## src/rtl/core/b64d_pkg.sv

```systemverilog
// Package for the base64 stream decoder: word structs, CSR indexes,
// character codes and the alphabet lookup. No dependencies.
package b64d_pkg;

   // Input word: one character and its end-of-message mark
   typedef struct packed {
      logic [7:0] in_char;
      logic       is_last;
   } req_word_type;

   // Output word: one decoded byte
   typedef struct packed {
      logic [7:0]  out_byte;
      logic        run_last;
      logic [15:0] byte_count;
   } rsp_word_type;

   // CSR register indexes
   localparam int CSR_INDEX_BITS = 1;
   localparam int CSR_DATA_BITS  = 16;

   typedef enum logic [CSR_INDEX_BITS-1:0] {
      CSR_URL_ALPHABET = 1'b0,
      CSR_MAX_OUTPUT   = 1'b1
   } csr_index_type;

   // Position of the next character within its group of four
   typedef enum logic [1:0] {
      SLOT_0 = 2'd0,
      SLOT_1 = 2'd1,
      SLOT_2 = 2'd2,
      SLOT_3 = 2'd3
   } slot_type;

   // Output queue geometry
   localparam int FIFO_DEPTH    = 8;
   localparam int FIFO_PTR_BITS = 3;
   localparam int FIFO_CNT_BITS = 4;
   localparam int MAX_PUSH      = 3;

   // Character codes
   localparam logic [7:0] CHAR_PAD   = 8'h3D; // '='
   localparam logic [7:0] CHAR_PLUS  = 8'h2B; // '+'
   localparam logic [7:0] CHAR_SLASH = 8'h2F; // '/'
   localparam logic [7:0] CHAR_DASH  = 8'h2D; // '-'
   localparam logic [7:0] CHAR_UNDER = 8'h5F; // '_'
   localparam logic [7:0] CHAR_UC_A  = 8'h41;
   localparam logic [7:0] CHAR_UC_Z  = 8'h5A;
   localparam logic [7:0] CHAR_LC_A  = 8'h61;
   localparam logic [7:0] CHAR_LC_Z  = 8'h7A;
   localparam logic [7:0] CHAR_DIG_0 = 8'h30;
   localparam logic [7:0] CHAR_DIG_9 = 8'h39;

   localparam logic [6:0] VAL_LC_BASE  = 7'd26;
   localparam logic [6:0] VAL_DIG_BASE = 7'd52;
   localparam logic [6:0] VAL_62       = 7'd62;
   localparam logic [6:0] VAL_63       = 7'd63;
   localparam logic [6:0] VAL_UNKNOWN  = 7'd64;

   // Map one character to its 6-bit value; anything else gives 64
   function automatic logic [6:0] char_value(input logic [7:0] c, input logic url);
      logic [7:0] c62;
      logic [7:0] c63;
      logic [7:0] diff;
      c62  = url ? CHAR_DASH : CHAR_PLUS;
      c63  = url ? CHAR_UNDER : CHAR_SLASH;
      diff = 8'd0;
      priority if (c >= CHAR_UC_A && c <= CHAR_UC_Z) begin
         diff = c - CHAR_UC_A;
         return diff[6:0];
      end else if (c >= CHAR_LC_A && c <= CHAR_LC_Z) begin
         diff = c - CHAR_LC_A;
         return diff[6:0] + VAL_LC_BASE;
      end else if (c >= CHAR_DIG_0 && c <= CHAR_DIG_9) begin
         diff = c - CHAR_DIG_0;
         return diff[6:0] + VAL_DIG_BASE;
      end else if (c == c62) begin
         return VAL_62;
      end else if (c == c63) begin
         return VAL_63;
      end else begin
         return VAL_UNKNOWN;
      end
   endfunction

endpackage

```

## src/rtl/core/base64_stream_decoder_core.sv

```systemverilog
// Base64 stream decoder top level: input register, group decode and
// output byte queue. Depends on b64d_pkg.
//
// Takes one base64 character per req word and returns decoded bytes, one per
// rsp word. A character is taken every cycle as long as the output queue has
// room for three more bytes; decode happens while a character sits in the
// input register and the queue has that room, writing its bytes into the
// output queue. Results drain at one byte per cycle, so with rsp never stalled
// the sustained rate is one character per cycle (a full group of four gives
// three bytes). The eight-entry byte queue sets how long rsp may stall before
// req stalls. The user is to write url_alphabet and max_output through the csr
// port only while the block is idle, unchecked by it; csr_ready is always high.
module base64_stream_decoder_core #(
   parameter int COUNT_BITS = 16
) (
   input  logic                                 clock,
   input  logic                                 reset,
   // Character input
   input  logic                                 req_valid,
   output logic                                 req_stall,
   input  b64d_pkg::req_word_type               req_word,
   // Byte output
   output logic                                 rsp_valid,
   input  logic                                 rsp_stall,
   output b64d_pkg::rsp_word_type               rsp_word,
   // Configuration
   input  logic                                 csr_valid,
   output logic                                 csr_ready,
   input  logic [b64d_pkg::CSR_INDEX_BITS-1:0]  csr_index,
   input  logic [b64d_pkg::CSR_DATA_BITS-1:0]   csr_data
);

   // Width for count sums and the limit compare
   localparam int SW = ((COUNT_BITS > 16) ? COUNT_BITS : 16) + 1;
   localparam logic [SW-1:0] COUNT_CAP = SW'((64'd1 << COUNT_BITS) - 64'd1);

   // Configuration registers
   logic        url_alphabet_ff;
   logic [15:0] max_output_ff;

   // Input register
   logic                   in_valid_ff, in_valid_in;
   b64d_pkg::req_word_type in_word_ff;

   // Decoder state
   b64d_pkg::slot_type     group_pos_ff, group_pos_in;
   logic [6:0]             held0_ff, held0_in;
   logic [6:0]             held1_ff, held1_in;
   logic [6:0]             held2_ff, held2_in;
   logic                   third_pad_ff, third_pad_in;
   logic [COUNT_BITS-1:0]  out_count_ff, out_count_in;
   logic                   halted_ff, halted_in;

   // Output queue
   b64d_pkg::rsp_word_type                fifo_mem [b64d_pkg::FIFO_DEPTH];
   logic [b64d_pkg::FIFO_PTR_BITS-1:0]    wr_ptr_ff, wr_ptr_in;
   logic [b64d_pkg::FIFO_PTR_BITS-1:0]    rd_ptr_ff, rd_ptr_in;
   logic [b64d_pkg::FIFO_CNT_BITS-1:0]    fifo_cnt_ff, fifo_cnt_in;

   logic                   fire;
   logic                   req_take;
   logic                   rsp_take;
   logic [1:0]             push_n;
   b64d_pkg::rsp_word_type push_word [b64d_pkg::MAX_PUSH];

   // Handshakes
   assign fire      = in_valid_ff &&
                      (fifo_cnt_ff <= b64d_pkg::FIFO_CNT_BITS'(b64d_pkg::FIFO_DEPTH
                                                               - b64d_pkg::MAX_PUSH));
   assign req_stall = in_valid_ff && !fire;
   assign req_take  = req_valid && !req_stall;
   assign rsp_valid = (fifo_cnt_ff != '0);
   assign rsp_take  = rsp_valid && !rsp_stall;
   assign rsp_word  = fifo_mem[rd_ptr_ff];
   assign csr_ready = 1'b1;

   // Configuration writes
   always_ff @(posedge clock) begin
      if (reset) begin
         url_alphabet_ff <= 1'b0;
         max_output_ff   <= 16'hFFFF;
      end else if (csr_valid && csr_ready) begin
         unique case (b64d_pkg::csr_index_type'(csr_index))
            b64d_pkg::CSR_URL_ALPHABET: url_alphabet_ff <= csr_data[0];
            b64d_pkg::CSR_MAX_OUTPUT:   max_output_ff   <= csr_data[15:0];
         endcase
      end
   end

   // Input register
   always_comb begin
      in_valid_in = in_valid_ff;
      if (req_take) begin
         in_valid_in = 1'b1;
      end else if (fire) begin
         in_valid_in = 1'b0;
      end
   end

   always_ff @(posedge clock) begin
      if (reset) begin
         in_valid_ff <= 1'b0;
      end else begin
         in_valid_ff <= in_valid_in;
      end
      if (req_take) begin
         in_word_ff <= req_word;
      end
   end

   // Group decode: next state and up to three bytes
   always_comb begin
      logic [6:0]        v;
      logic              pad;
      logic              emit;
      logic [1:0]        nb;
      logic [6:0]        v3;
      logic [6:0]        h1;
      logic [6:0]        h2;
      logic [31:0]       word;
      logic [SW-1:0]     limit;
      logic [SW-1:0]     cnt_ext;
      logic [SW-1:0]     sum;
      logic [SW-1:0]     bc;
      logic [7:0]        bytes [3];

      v       = b64d_pkg::char_value(in_word_ff.in_char, url_alphabet_ff);
      pad     = (in_word_ff.in_char == b64d_pkg::CHAR_PAD);
      emit    = 1'b0;
      nb      = 2'd0;
      v3      = 7'd0;
      h1      = held1_ff;
      h2      = held2_ff;
      push_n  = 2'd0;

      group_pos_in = group_pos_ff;
      held0_in     = held0_ff;
      held1_in     = held1_ff;
      held2_in     = held2_ff;
      third_pad_in = third_pad_ff;
      out_count_in = out_count_ff;
      halted_in    = halted_ff;

      if (fire && !halted_ff) begin
         unique case (group_pos_ff)
            b64d_pkg::SLOT_0: begin
               held0_in     = v;
               group_pos_in = b64d_pkg::SLOT_1;
            end
            b64d_pkg::SLOT_1: begin
               held1_in     = v;
               h1           = v;
               group_pos_in = b64d_pkg::SLOT_2;
               if (in_word_ff.is_last) begin
                  emit      = 1'b1;
                  nb        = 2'd1;
                  halted_in = 1'b1;
               end
            end
            b64d_pkg::SLOT_2: begin
               third_pad_in = pad;
               held2_in     = v;
               h2           = v;
               group_pos_in = b64d_pkg::SLOT_3;
               if (in_word_ff.is_last) begin
                  emit      = 1'b1;
                  nb        = pad ? 2'd1 : 2'd2;
                  halted_in = 1'b1;
               end
            end
            b64d_pkg::SLOT_3: begin
               emit         = 1'b1;
               nb           = third_pad_ff ? 2'd1 : (pad ? 2'd2 : 2'd3);
               v3           = pad ? 7'd0 : v;
               if (third_pad_ff || pad) begin
                  halted_in = 1'b1;
               end
               group_pos_in = b64d_pkg::SLOT_0;
               third_pad_in = 1'b0;
            end
         endcase
      end

      // Byte limit check
      limit   = (SW'(max_output_ff) < COUNT_CAP) ? SW'(max_output_ff) : COUNT_CAP;
      cnt_ext = SW'(out_count_ff);
      sum     = cnt_ext + SW'(nb);
      if (emit) begin
         if (sum > limit) begin
            halted_in = 1'b1;
         end else begin
            push_n       = nb;
            out_count_in = out_count_ff + COUNT_BITS'(nb);
         end
      end

      // Assemble the 24-bit group; bit 6 of an unknown value spills upward
      word = (32'(held0_ff) << 18) | (32'(h1) << 12);
      if (nb >= 2'd2) word = word | (32'(h2) << 6);
      if (nb >= 2'd3) word = word | 32'(v3);
      bytes[0] = word[23:16];
      bytes[1] = word[15:8];
      bytes[2] = word[7:0];

      for (int k = 0; k < b64d_pkg::MAX_PUSH; k++) begin
         bc = cnt_ext + SW'(k + 1);
         push_word[k].out_byte   = bytes[k];
         push_word[k].run_last   = (2'(k + 1) == nb);
         push_word[k].byte_count = bc[15:0];
      end

      // Message end clears the group, the count and the halt
      if (fire && in_word_ff.is_last) begin
         group_pos_in = b64d_pkg::SLOT_0;
         third_pad_in = 1'b0;
         out_count_in = '0;
         halted_in    = 1'b0;
      end
   end

   always_ff @(posedge clock) begin
      if (reset) begin
         group_pos_ff <= b64d_pkg::SLOT_0;
         third_pad_ff <= 1'b0;
         out_count_ff <= '0;
         halted_ff    <= 1'b0;
      end else begin
         group_pos_ff <= group_pos_in;
         third_pad_ff <= third_pad_in;
         out_count_ff <= out_count_in;
         halted_ff    <= halted_in;
      end
      held0_ff <= held0_in;
      held1_ff <= held1_in;
      held2_ff <= held2_in;
   end

   // Output queue pointers
   always_comb begin
      wr_ptr_in   = wr_ptr_ff + b64d_pkg::FIFO_PTR_BITS'(push_n);
      rd_ptr_in   = rd_ptr_ff + b64d_pkg::FIFO_PTR_BITS'(rsp_take);
      fifo_cnt_in = fifo_cnt_ff + b64d_pkg::FIFO_CNT_BITS'(push_n)
                    - b64d_pkg::FIFO_CNT_BITS'(rsp_take);
   end

   always_ff @(posedge clock) begin
      if (reset) begin
         wr_ptr_ff   <= '0;
         rd_ptr_ff   <= '0;
         fifo_cnt_ff <= '0;
      end else begin
         wr_ptr_ff   <= wr_ptr_in;
         rd_ptr_ff   <= rd_ptr_in;
         fifo_cnt_ff <= fifo_cnt_in;
      end
   end

   // Queue storage: up to three consecutive entries written per cycle
   always_ff @(posedge clock) begin
      for (int k = 0; k < b64d_pkg::MAX_PUSH; k++) begin
         if (2'(k) < push_n) begin
            fifo_mem[wr_ptr_ff + b64d_pkg::FIFO_PTR_BITS'(k)] <= push_word[k];
         end
      end
   end

endmodule

```

## config.mk

```make
export PLATFORM = sky130hd
export DESIGN_NAME = base64_stream_decoder_core
export DESIGN_NICKNAME = d
export VERILOG_FILES = /design/src/rtl/core/b64d_pkg.sv /design/src/rtl/core/base64_stream_decoder_core.sv
export SDC_FILE = /design/constraint.sdc
export NUM_CORES = 1
export LEC_CHECK = 0
export ABC_AREA = 1
export ABC_CLOCK_PERIOD_IN_PS = 5550
export BUFFER_PORTS_ARGS = -buffer_cell sky130_fd_sc_hd__buf_2
export CORE_MARGIN = 5
export CORE_UTILIZATION = 25
export DETAILED_ROUTE_END_ITERATION = 16
export HOLD_SLACK_MARGIN = 0.02
export PLACE_DENSITY = 0.5
export SLEW_MARGIN = 20
export SYNTH_ARGS = -nofsm -noshare
export SYNTH_HDL_FRONTEND = slang
export SYNTH_SLANG_ARGS = --single-unit
```

## constraint.sdc

```tcl
create_clock -name clock -period 5.55 [get_ports clock]
set_input_delay 1.11 -clock clock [delete_from_list [all_inputs] [get_ports clock]]
set_output_delay 1.11 -clock clock [all_outputs]
set_load 0.1 [all_outputs]
```

# After elaboration in Yosys (flattened, before gate mapping)
# Memory sizes are Yosys's and may differ from the RTL's. A register that Yosys moved wholly into a read port is not among the register bits.
# Cells that the tools add are included.
# classes
n_reduce_logical	25
mux	46
eq_ne	9
n_bitwise	5
n_lt_le_gt_ge	14
n_addsub	16
# op_table
operator	count
7-bit two-way mux	13
24-bit two-way mux	2
16-bit by 2-bit adder with 16-bit output, second input constant	2
24-bit by 13-bit bitwise OR with 24-bit output	1
24-bit by 19-bit bitwise OR with 24-bit output	1
24-bit by 7-bit bitwise OR with 24-bit output	1
16-bit by 2-bit adder with 17-bit output	1
17-bit by 16-bit > comparator with 1-bit output	1
1-bit two-way mux	17
16-bit by 1-bit adder with 16-bit output, second input constant	1
16-bit by 2-bit adder with 16-bit output	1
8-bit by 7-bit greater-or-equal comparator with 1-bit output, second input constant	2
8-bit by 7-bit <= comparator with 1-bit output, second input constant	2
16-bit < comparator, second input constant	1
16-bit two-way mux	1
7-bit subtractor, second input constant	2
2-bit two-way mux	6
2-bit AND reduction	5
1-bit logical AND	9
8-bit by 6-bit equality test with 1-bit output	1
8-bit by 6-bit equality test with 1-bit output, second input constant	1
8-bit by 7-bit equality test with 1-bit output	1
8-bit by 6-bit greater-or-equal comparator with 1-bit output, second input constant	1
8-bit by 6-bit <= comparator with 1-bit output, second input constant	1
28 further kinds	41
# totals
memories	1
out_inout_bits	28
ram_bits	200
in_bits	31
regBits	77
wordCells	131
# memory_table
name	depth	word_bits	rd	rd_clocked_by_memory_dff	write_ports	line_no	text
fifo_mem	8	25	1	1	3	base64_stream_decoder_core.sv:55	b64d_pkg::rsp_word_type fifo_mem [b64d_pkg::FIFO_DEPTH];

# Longest topological paths before layout
# depth
ltp_word	14
mapped_depth	40
depth_no_buf	38

# Worst setup path after synthesis
# No wires, ideal clock.
# synth_timing
path_type	flip-flop to flip-flop
start	register in_word_ff[2] (netlist name)
end	memory fifo_mem[4][0] (netlist name) (enable)
arrival_ps	4797
stages_incl_launch_ff	33
setup_ps	386
period_less_slack_ps	5183
n_path_buf	2
slack_ps	367
path_cell_list	edfxtp_1 -> inv_1 -> ha_1 -> nand3_4 -> nand3_1 -> a21oi_2 -> nand2_2 -> inv_2 -> buf_2 -> ha_1 -> nand3_1 -> nand2_1 -> nand3_1 -> nor2_1 -> inv_1 -> nor2_1 -> nand2_1 -> xor2_1 -> ha_1 -> nand2_1 -> o21ai_0 -> nand3_1 -> nand2_1 -> inv_1 -> nand2_2 -> nand2_2 -> nand2_1 -> buf_2 -> nor2_1 -> inv_1 -> nor2_1 -> nand2_1 -> nand3_1
# synth_rtl
item	line_no	text
start: declaration	base64_stream_decoder_core.sv:43	b64d_pkg::req_word_type in_word_ff;
start signal: assignment	base64_stream_decoder_core.sv:107	in_word_ff <= req_word;
end: declaration	base64_stream_decoder_core.sv:55	

# Worst setup path after layout
# layout_timing
start	register in_word_ff[8] (netlist name)
end	register fifo_cnt_ff[3] (netlist name)
# layout_via
elab_chain_cells	11
word_cells_on_any_way	13
# layout_rtl
item	line_no	text
8-bit by 6-bit equality test with 1-bit output *	base64_stream_decoder_core.sv:128	pad = (in_word_ff.in_char == b64d_pkg::CHAR_PAD);
1-bit two-way mux or 2-bit two-way mux (tied branches)	base64_stream_decoder_core.sv:173, base64_stream_decoder_core.sv:167	
2-bit two-way mux, on equally long branches	base64_stream_decoder_core.sv:173, base64_stream_decoder_core.sv:165	
2-bit one-hot mux with 3 select lines *	base64_stream_decoder_core.sv:145	unique case (group_pos_ff)
2-bit two-way mux *	base64_stream_decoder_core.sv:144	if (fire && !halted_ff) begin
16-bit by 2-bit adder with 17-bit output	base64_stream_decoder_core.sv:187	sum = cnt_ext + SW'(nb);
17-bit by 16-bit > comparator with 1-bit output	base64_stream_decoder_core.sv:189	if (sum > limit) begin
2-bit two-way mux *	base64_stream_decoder_core.sv:189	
2-bit two-way mux *	base64_stream_decoder_core.sv:188	if (emit) begin
4-bit by 2-bit adder with 4-bit output *	base64_stream_decoder_core.sv:242	fifo_cnt_in = fifo_cnt_ff + b64d_pkg::FIFO_CNT_BITS'(push_n)
4-bit by 1-bit subtractor with 4-bit output *	base64_stream_decoder_core.sv:243	- b64d_pkg::FIFO_CNT_BITS'(rsp_take);
end signal: assignment	base64_stream_decoder_core.sv:254	fifo_cnt_ff <= fifo_cnt_in;
end: declaration	base64_stream_decoder_core.sv:58	logic [b64d_pkg::FIFO_CNT_BITS-1:0] fifo_cnt_ff, fifo_cnt_in;
# Mark *: on every way between the ends. The rest lies on a longest branch, timed or not.
# A chain may end at the register's enable or synchronous reset.

==> results.md <==
- R2r setup slk: 0.47 ns
- GPL Wtd Cong: just under 0.9
- Crit path launch: in_word_ff[8]
- Grt ovf: 0
- Post-synth top area share: about a third
- Slowest CP cell: edfxtp_1
- Slew @ Worst Pin: ~1.2 ns
- CP arrival: approximately 5.6 ns
- Core area: around 74000 sq um
- Routed vias/inst: roughly 4.8
- Clock Skew: 0.0377 ns
- Die Span Y: about 280 um
- Worst hold path class: reg -> reg
- Final Hold Slack: between 0.4 and 0.5 ns
- Syn_nets: 2718
- First-pass GRT wire length: a little over 100000 um
- WS Path Type: reg -> reg
- VDD IR-drop max: between 0.0002 and 0.00025 V
- RSZ-0062 raised after global routing: yes
- Share of layout cells above drive strength 1: 10.5%
- Met1 Wirelength: ~33000 um
- Final std cells w/o fill: 3656
- R2r endpoint: fifo_cnt_ff[3]
- FF-to-FF path depth: 32
- Worst Slack Setup Final: ~0.47 ns
- Area grow syn2layout: 13.2%
- Overall routing resource usage: between 10% and 20%
- Num CTS Buffers: 36
- WP depth: 32
- CP endpoint kind: register
- Root Buffer: clkbuf_16
- Max-cap viol count: 0
- Overall power: 6.80 mW
- CTS H-tree depth: 2
- Clk_lat worst skew: 0.56 ns
- Die Width: 283 um
- CP peak stage delay: between 0.4 and 0.5 ns
- Final Cycle Share: ~92%
- Drt drc: 0
- Post-Layout Inst Area: roughly 21000 sq um
- Max layer used: met5
- Total wire length: ~70000 um
- LEAKAGE: roughly 9.3 nW
- Top FF cell, synth: edfxtp_1
- Register bit count reported by yosys: ~280
- Pwr/cell area: approximately 320 nW/um^2
- Post-DP HPWL: roughly 44000 um
- Routed vias: about 17000
- Port Buffers: 57
- Crit path required time: between 6 and 7 ns
- Ys async rst share: 0%
- Worst-case clock buffer depth: 3
- Top cells by area, synth: edfxtp_1 (35%), nand2_1 (25%), dfxtp_1 (6.7%)
- Initial antenna violation count: 3
- Initial Utilization: approximately a quarter
- Gate Count Post-Synth: 2638
- DIE AREA: approximately 80000 sq um
- WL met2: approximately 30000 um
- Synth cell count leaders: nand2_1 (1241), nor2_1 (295), edfxtp_1 (215)
- Crit start category: register
- Clk sinks: 277
- CTS tree: done
- Worst r2r src: in_word_ff[8]
- Status: completed
- Worst Setup EP: fifo_cnt_ff[3]
- Post-DRT Antenna Nets: 0
- Iter 0 DRT Violations: roughly 1600
- Post-synth EDFFs: 215
- F_max: ~0.2 GHz
- Fin crit period: a little over 5 ns
- YS warnings: 0
- Fillcell total: between 8000 and 9000
- Post-synthesis cell type count: 48
- Vias in the first global route: approximately 16000
- Fin. max-slew vios: 0
- Leading area contributor after synthesis: edfxtp_1
- I/O Pins: 59
- CP Buf/Inv Count: 5
- Setup violations, final: 0
- Synthesized area: approximately 19000 sq um
- Avg Synthesized Cell Area: 7.05 sq um
- Layout Nets: ~2700
- Cell Area, Placed: approximately 20000 sq um
- Cell with the most instances after synthesis: nand2_1
- Largest net degree at the start of global routing: 65
- Core Util, Final: ~28%
- Setup TNS after final layout: 0 ns
- Top cell family by delay on the critical path: simple AND/OR/NAND/NOR gates
- DP Cell Count: between 3000 and 4000
- Dpl ws: ~0.19 ns
- Pre-antenna DRT Iters: 6
- Clock slew at reported path FFs: 0.06 ns
- Metal3 WL: ~5700 um
- Worst Path Max Fanout: 10
- Most used cell along the critical path: nand2_1
- Final hold viol count: 0
- Routed wire per std cell: around 20 um
- Slew margin rel.: 17.9%
- Register area share after synthesis: 41.4%
- Row count: 100
layer usage:
| metal | track usage [%] | vias to the layer above |
|---|---|---|
| met3 | 2.27 | 150 |
| met2 | 26.4 | 728 |
| met5 | 0 | - |
| li1 | - | 8468 |
| met4 | 6.01 | 2 |
| met1 | 24.3 | 8114 |
layout make-up:
cell class	count	area [sq um]	share of cell area [%]
diodes	2	5.00	0.0238
clock buffers	48	967	4.60
clock inverters	11	95.1	0.452
inverters	144	549	2.61
multi-input cells	2085	9670	46.0
flip-flops and latches	277	7700	36.6
well taps	969	1210	5.76
repair buffers	120	840	3.99
worst reg2reg max path, delay by kind of cell, from the launching register on:
| kind | cells | cell delay, ns |
|---|---|---|
| simple gates | 17 | 1.86 |
| flops | 1 | 0.45 |
| buf+inv | 5 | 0.43 |
| xor+xnor | 1 | 0.17 |
| compound gates | 4 | 0.56 |
| fa+ha+maj | 5 | 1.53 |
placed cells by master, fill, tap and decap left out, types with 46 or more instances in the layout:
master	netlist	routed
nand2_1	1241	1241
nor2_1	295	292
edfxtp_1	215	215
inv_1	132	130
o21ai_0	114	113
dfxtp_1	62	60
buf_2	48	57
xor2_1	56	56
buf_4	14	53
nand3_1	51	51
nand2_2	51	50
ha_1	46	46
cell families (layout without fill, tap and decap cells):
logic type | count (synthesis) | count (layout) | share of synthesized area [%]
other | 1 | 3 | 0.0202
flip-flops | 277 | 277 | 41.4
AND/OR/NAND/NOR | 1716 | 1724 | 37.5
buffers and inverters | 284 | 323 | 7.07
adder cells (fa/ha/maj) | 49 | 49 | 3.42
XOR/XNOR | 62 | 62 | 2.92
AO/OA/AOI/OAI | 249 | 249 | 7.66
worst min path at each step:
stage / from / endpoint / slack, ns / cells after the start
global placement: held1_ff[6] / held1_ff[6] / 0.44 / 2
floorplan: held1_ff[6] / held1_ff[6] / 0.42 / 2
global route: held2_ff[5] / held2_ff[5] / 0.47 / 2
CTS: held1_ff[6] / held1_ff[6] / 0.45 / 2
finish: held1_ff[6] / held1_ff[6] / 0.45 / 2
detailed placement: held1_ff[6] / held1_ff[6] / 0.44 / 2
state kept, by name, indices dropped and copies added, names as in the netlist, 2 cells and up:
| name | flops |
|---|---|
| fifo_cnt_ff | 4 |
| fifo_mem | 200 |
| group_pos_ff | 2 |
| held0_ff | 6 |
| held1_ff | 7 |
| held2_ff | 7 |
| in_word_ff | 9 |
| max_output_ff | 16 |
| out_count_ff | 16 |
| rd_ptr_ff | 3 |
| wr_ptr_ff | 3 |
where the power goes:
group / switching [mW] / internal, mW
Sequential: 0.0579 / 2.36
Clock: 0.943 / 1.27
Combinational: 1.66 / 0.514
repair_timing:
action,CTS,global route
endpoints found under the setup margin,0,384
buffers inserted,0,7
endpoints found under the hold margin,0,0
hold buffers,0,0
resized for setup,0,16
Power figures use the tool's default switching activity.
